## src/psd_pkg.sv

```systemverilog
`timescale 1ns / 1ps
package psd_pkg;

  localparam int FRAC_BITS  = 16;
  localparam int COORD_BITS = 32;
  localparam int DIST_BITS  = 17 + FRAC_BITS;

  // coordinate difference, product, sum widths
  localparam int DW = COORD_BITS + 1;
  localparam int PW = 2 * DW;
  localparam int CW = PW + 1;
  // half of the cross product magnitude for split squaring
  localparam int HW = (CW + 1) / 2;
  localparam int NW = 4 * HW;
  // remainder / trial term width in the root cells
  localparam int QW = CW + 2 * DIST_BITS;
  localparam int EW = (NW > QW) ? NW + 2 : QW + 2;

  typedef logic signed [COORD_BITS-1:0] coord_t;
  typedef logic [DIST_BITS-1:0]         dist_t;

  typedef struct packed {
    logic              vld;
    logic              degen;
    logic [EW-1:0]     rem;
    logic [EW-1:0]     lin;
    logic [EW-1:0]     quad;
    dist_t             root;
  } psd_cell_t;

endpackage

```

## src/psd_cell.sv

```systemverilog
`timescale 1ns / 1ps
module psd_cell (
  input  logic               clk,
  input  logic               rst,
  input  logic               en,
  input  psd_pkg::psd_cell_t prev,
  output psd_pkg::psd_cell_t cur
);
  import psd_pkg::*;

  logic [EW-1:0] trial;
  logic          take;

  // trial = (r*l << (b+1)) + (l << 2b) is the growth of r^2*l when bit b is set
  assign trial = prev.lin + prev.quad;
  assign take  = (trial <= prev.rem);

  always_ff @(posedge clk) begin
    if (rst) begin
      cur.vld <= 1'b0;
    end else if (en) begin
      cur.vld <= prev.vld;
    end
    if (en) begin
      cur.degen <= prev.degen;
      cur.rem   <= take ? prev.rem - trial : prev.rem;
      cur.lin   <= (prev.lin >> 1) + (take ? prev.quad : '0);
      cur.quad  <= prev.quad >> 2;
      cur.root  <= {prev.root[DIST_BITS-2:0], take};
    end
  end

endmodule

```

## config.mk

```make
export PLATFORM = sky130hd
export DESIGN_NAME = psd_cell
export DESIGN_NICKNAME = d
export VERILOG_FILES = /design/src/psd_pkg.sv /design/src/psd_cell.sv
export SDC_FILE = /design/constraint.sdc
export NUM_CORES = 1
export LEC_CHECK = 0
export ABC_CLOCK_PERIOD_IN_PS = 12000
export BUFFER_PORTS_ARGS = -buffer_cell sky130_fd_sc_hd__buf_4
export CORE_AREA = 2 2 350 352
export DETAILED_ROUTE_END_ITERATION = 16
export DIE_AREA = 0 0 352 354
export GPL_TIMING_DRIVEN = 0
export SKIP_LAST_GASP = 1
export SYNTH_ARGS = -nofsm -noshare
export SYNTH_HDL_FRONTEND = slang
export SYNTH_SLANG_ARGS = --single-unit
```

## constraint.sdc

```tcl
create_clock -name clk -period 12 [get_ports clk]
set_input_delay 0.6 -clock clk [delete_from_list [all_inputs] [get_ports clk]]
set_output_delay 0.6 -clock clk [all_outputs]
set_load 0.03 [all_outputs]
```

Yosys cells after proc, flatten, opt, wreduce, memory -nomap -nowiden
Cells that the tools add are included.
{"block": "op_classes", "mux": 2, "addsub": 3, "order_cmp": 1}
{"operator": "138-bit 2-to-1 mux", "count": 2}
{"operator": "137-bit by 138-bit adder with 138-bit output", "count": 1}
{"operator": "138-bit adder", "count": 1}
{"operator": "138-bit <= comparator", "count": 1}
{"operator": "138-bit subtractor", "count": 1}
{"block": "word_totals", "reg_bits": 447, "word_cells": 12, "output_inout_bits": 449}

Depth between registers and ports, before layout
{"block": "depth", "word_depth": 4, "depth_mapped": 47}

Worst setup path before layout
No wires, ideal clock.
{"block": "synth_path", "path_kind": "input-to-reg", "from": "input prev[35] in the netlist's numbering", "to": "register cur[293] in the netlist's numbering, data pin", "arrival_ns": 9.514, "path_stages": 46, "n_path_buf": 4, "slack_ns": 2.226, "path_cell_list": "ha_1 > o21ai_0 > nor4b_1 > o21ai_0 > nor2b_1 > o21ai_1 > a41oi_1 > o311a_1 > o21a_1 > o21ai_0 > a21oi_1 > o21a_1 > o21ai_0 > xnor2_1 > ha_1 > clkbuf_1 > and3_1 > nand2_1 > [... 10 more ...] > buf_2 > and2_1 > ha_1 > inv_1 > fa_1 > nor2b_1 > o211ai_1 > a21oi_1 > o21a_1 > a211o_1 > a221o_1 > a41o_1 > a2111oi_4 > o21ai_1 > a21boi_0 > o21ai_1 > a31oi_1 > xnor2_1"}
{"block": "synth_between", "elab_chain_len": 4}
{"item": "start, declared", "line_no": "psd_cell.sv:6", "rtl": "input psd_pkg::psd_cell_t prev,"}
{"item": "138-bit adder", "line_no": "psd_cell.sv:15", "rtl": "assign trial = prev.lin + prev.quad;"}
{"item": "138-bit <= comparator", "line_no": "psd_cell.sv:16", "rtl": "assign take = (trial <= prev.rem);"}
{"item": "named net take", "line_no": "psd_cell.sv:12", "rtl": "logic take;"}
{"item": "138-bit 2-to-1 mux", "line_no": "psd_cell.sv:27", "rtl": "cur.lin <= (prev.lin >> 1) + (take ? prev.quad : '0);"}
{"item": "137-bit by 138-bit adder with 138-bit output", "line_no": "psd_cell.sv:27"}
{"item": "end, declared", "line_no": "psd_cell.sv:7", "rtl": "output psd_pkg::psd_cell_t cur"}
The timed path passes the listed nets, and every way through them passes these cells.
A chain may end at the register's enable or synchronous reset.

Worst setup path after layout
{"block": "layout_path", "from": "input prev[33] in the netlist's numbering", "to": "register cur[307] in the netlist's numbering, data pin"}
{"block": "layout_between", "elab_chain_len": 4}
{"item": "138-bit adder", "line_no": "psd_cell.sv:15"}
{"item": "138-bit <= comparator", "line_no": "psd_cell.sv:16"}
{"item": "138-bit 2-to-1 mux (*)", "line_no": "psd_cell.sv:27"}
{"item": "137-bit by 138-bit adder with 138-bit output (*)", "line_no": "psd_cell.sv:27"}
Every way passes the cells marked *; elsewhere a longest branch is shown, timed or not.

==> results by group <==
Clock tree
  – Clk root buf: clkbuf_16
  – Clk pin slew, worst setup/hold paths: 0.06 ns
  – Number of buffers created by CTS: 56
  – Sink Count: 447
  – Worst skew pair latency: 0.67 ns
  – Htree depth: 2
  – CTS tree: done
  – CTS Buffer Depth: 3
  – Hold-fix buffers, CTS: 0

Routing
  – Via density: 5.626
  – 1st-pass router iterations: 5
  – Iteration-0 DRC Markers: 3821
  – Met1 wire length: 80.77 mm
  – DRC errors left: 0
  – Max Used Layer: met5
  – Met2 wire len: 89.91 mm
  – WL/cell: 24.77 um
  – Vias: 43140
  – DR WL met3: 13.77 mm
  – Antenna Violating Nets Remaining: 0
  – Final wirelength: 189.9 mm

Global routing
  – Vias in the first global route: 40730
  – Initial antenna violation count: 40
  – GR Util All Layers: 0.2891
  – Largest net degree at the start of global routing: 124
  – Grt total ovfl: 0
  – First-pass GRT wire length: 271.0 mm

STA
  – Final min period: roughly 12 ns
  – Max_slew headroom: 0.1313
  – Fin crit share: 0.9733
  – Highest clock rate: 0.08562 GHz
  – Clk_skew: 0 ns
  – RSZ-0062 raised after global routing: no
  – Hold Slack: between 0.07 and 0.08 ns
  – Worst-Margin Slew: about 1.3 ns
  – TNS Setup: 0 ns
  – Final setup fails: 0
  – Final hold vios: 0
  – Max-slew violation count: 0

Floorplanning
  – Rows: 128
  – Ports: 901
  – Die ar.: between 100000 and 150000 sq um
  – Die height: 354 um
  – DIE WIDTH: 352 um
  – Initial core utilization: 0.3480
  – Core box area: 120900 sq um

Place
  – Post-DP HPWL: 160.3 mm
  – Number of port buffers: about 900
  – Global placement routability congestion: 0.9836
  – Placed cell count: around 7500

Setup path
  – Critical path arrival: 12.07 ns
  – CP max stage cell: or4_1
  – Worst endpoint required time: 12.39 ns
  – CP endpoint kind: register
  – CP max FO: 10
  – Worst Path Buf+Inv: 7
  – Critical Path Most Common Cell: nor2_1
  – Slowest stage delay, CP: 0.63 ns
  – R2r setup slk: 11.40 ns
  – Type of origin of the critical path: input pin
  – CP delay by family, top: compound AO/OA/AOI/OAI gates
  – CP Class: input pin to register

Status
  – Outcome: completed

Finish
  – Biggest regs: cur (447)
  – Largest register FFs: 447
  – Reg with most FFs: cur
  – Ratio of cells with drive above 1 in the final layout: 0.1897
  – Post-layout net count: approximately 6800
  – Non-filler cells, final: 7668
  – Fillers: about 12000
  – Area Overhead vs Synth: 26.67%

Logic synthesis
  – Cell type with the highest aggregate area in the netlist: edfxtp_1
  – Share of the synthesized area in the top cell type: 0.3183
  – Mapped Area: 42080 sq um
  – Ys Warns: 0
  – Top post-synthesis cells by area: edfxtp_1, ha_1, a21oi_1, xnor2_1, nand2_1
  – EDFF count, synth: about 450
  – Post-synthesis register bit count: 447
  – Seq/Total Area, Yosys: 0.3188
  – Cells after Synth: between 5000 and 6000
  – Cell variety after synth: 87
  – Synth Flop Type: edfxtp_1
  – Post-synth ARST share: 0
  – Syn Area/Cell: 8.404 sq um

Hold path
  – Hold Path Class: input pin to register

Job
  – Total of max-cap violations: 0

Power
  – PwrDens: 174.7 nW/um^2
  – Leakage: 22.35 nW
  – Peak supply drop: 0.1244 mV
[final cells by class]
type | instances | area [sq um] | area share
plain buffers | 264 | 1099 | 0.02061
well taps | 1625 | 2033 | 0.03815
diodes | 24 | 60.06 | 0.001127
multi-input cells | 4145 | 27320 | 0.5126
flip-flops and latches | 447 | 13410 | 0.2516
clock inverters | 37 | 450.4 | 0.008451
clock buffers | 68 | 1468 | 0.02754
repair buffers | 910 | 6902 | 0.1295
inverters | 148 | 555.5 | 0.01042
[per-stage QoR]
stage | power (mW) | util | worst slack (ns) | area, sq um
finish | 9.313 | 0.4408 | 0.3205 | 53300
global route | 9.822 | 0.4408 | 0.003751 | 53290
CTS | 9.295 | 0.4392 | -0.05863 | 53110
detailed placement | 7.417 | 0.4215 | -3.313 | 50960
global placement | 7.436 | 0.4205 | -4.327 | 50850
floorplan | 5.556 | - | 2.226 | 42080
[worst paths after layout]
path | cells past startpoint | end | from
worst max-delay path | 47 | cur[307] | prev[33]
worst min register to register | 2 | cur[448] | cur[448]
worst max register to register | 2 | cur[448] | cur[448]
worst min-delay path | 2 | cur[448] | rst
[what timing repair did]
item | CTS | global route
buffers inserted | 3 | 6
hold endpoints to repair | 0 | 0
resized for setup | 34 | 28
setup endpoints to repair | 86 | 50
pin swaps | 3 | 7
[cells by family after synthesis]
logic type	share of synthesized area
AO/OA/AOI/OAI	0.2519
XOR/XNOR	0.08451
adder cells (fa/ha/maj)	0.1239
buffers and inverters	0.03952
flip-flops	0.3188
multiplexers	0.002111
other	0.00008912
AND/OR/NAND/NOR	0.1792
[cell usage after synthesis, types with 112 or more instances]
cell type	number
a21oi_1	624
inv_1	147
o21ai_0	422
xor2_1	157
nand4_1	201
ha_1	412
xnor2_1	249
a21o_1	192
nor2_1	290
nand2_1	566
o21bai_1	112
and2_1	154
edfxtp_1	446
clkbuf_1	215
[power by group]
group | leakage [nW] | internal, mW | total, mW | switching [mW]
Clock | 0.928 | 1.07 | 1.81 | 0.743
Combinational | 17.1 | 1.77 | 5.16 | 3.38
Sequential | 4.37 | 2.18 | 2.35 | 0.164
Total | 22.4 | 5.02 | 9.31 | 4.29
[layout by cell type, fill, tap and decap left out, types with 61 or more instances in the layout]
| master | count |
|---|---|
| buf_4 | 914 |
| o21bai_1 | 111 |
| inv_1 | 147 |
| nand3_1 | 61 |
| xor2_1 | 157 |
| ha_1 | 412 |
| clkbuf_1 | 222 |
| nand2_1 | 566 |
| nor3_1 | 88 |
| edfxtp_1 | 446 |
| and2_1 | 154 |
| nor2_1 | 287 |
| a21oi_1 | 618 |
| o21ai_0 | 412 |
| xnor2_1 | 249 |
| nand4_1 | 201 |
| a21o_1 | 192 |
[layer usage]
metal / GRT usage / up-vias
li1: - / 20530
met1: 0.3789 / 20670
met2: 0.4819 / 1666
met3: 0.05418 / 248
met4: 0.08712 / 26
met5: 0 / -
[worst register-to-register path, delay by kind of cell (launching register included)]
| kind | cells | cell delay, ns |
|---|---|---|
| muxes | 1 | 0.13 |
| DFF | 1 | 0.31 |
| and+or+nand+nor | 1 | 0.05 |
No activity file was read; power rests on OpenSTA's default activity.
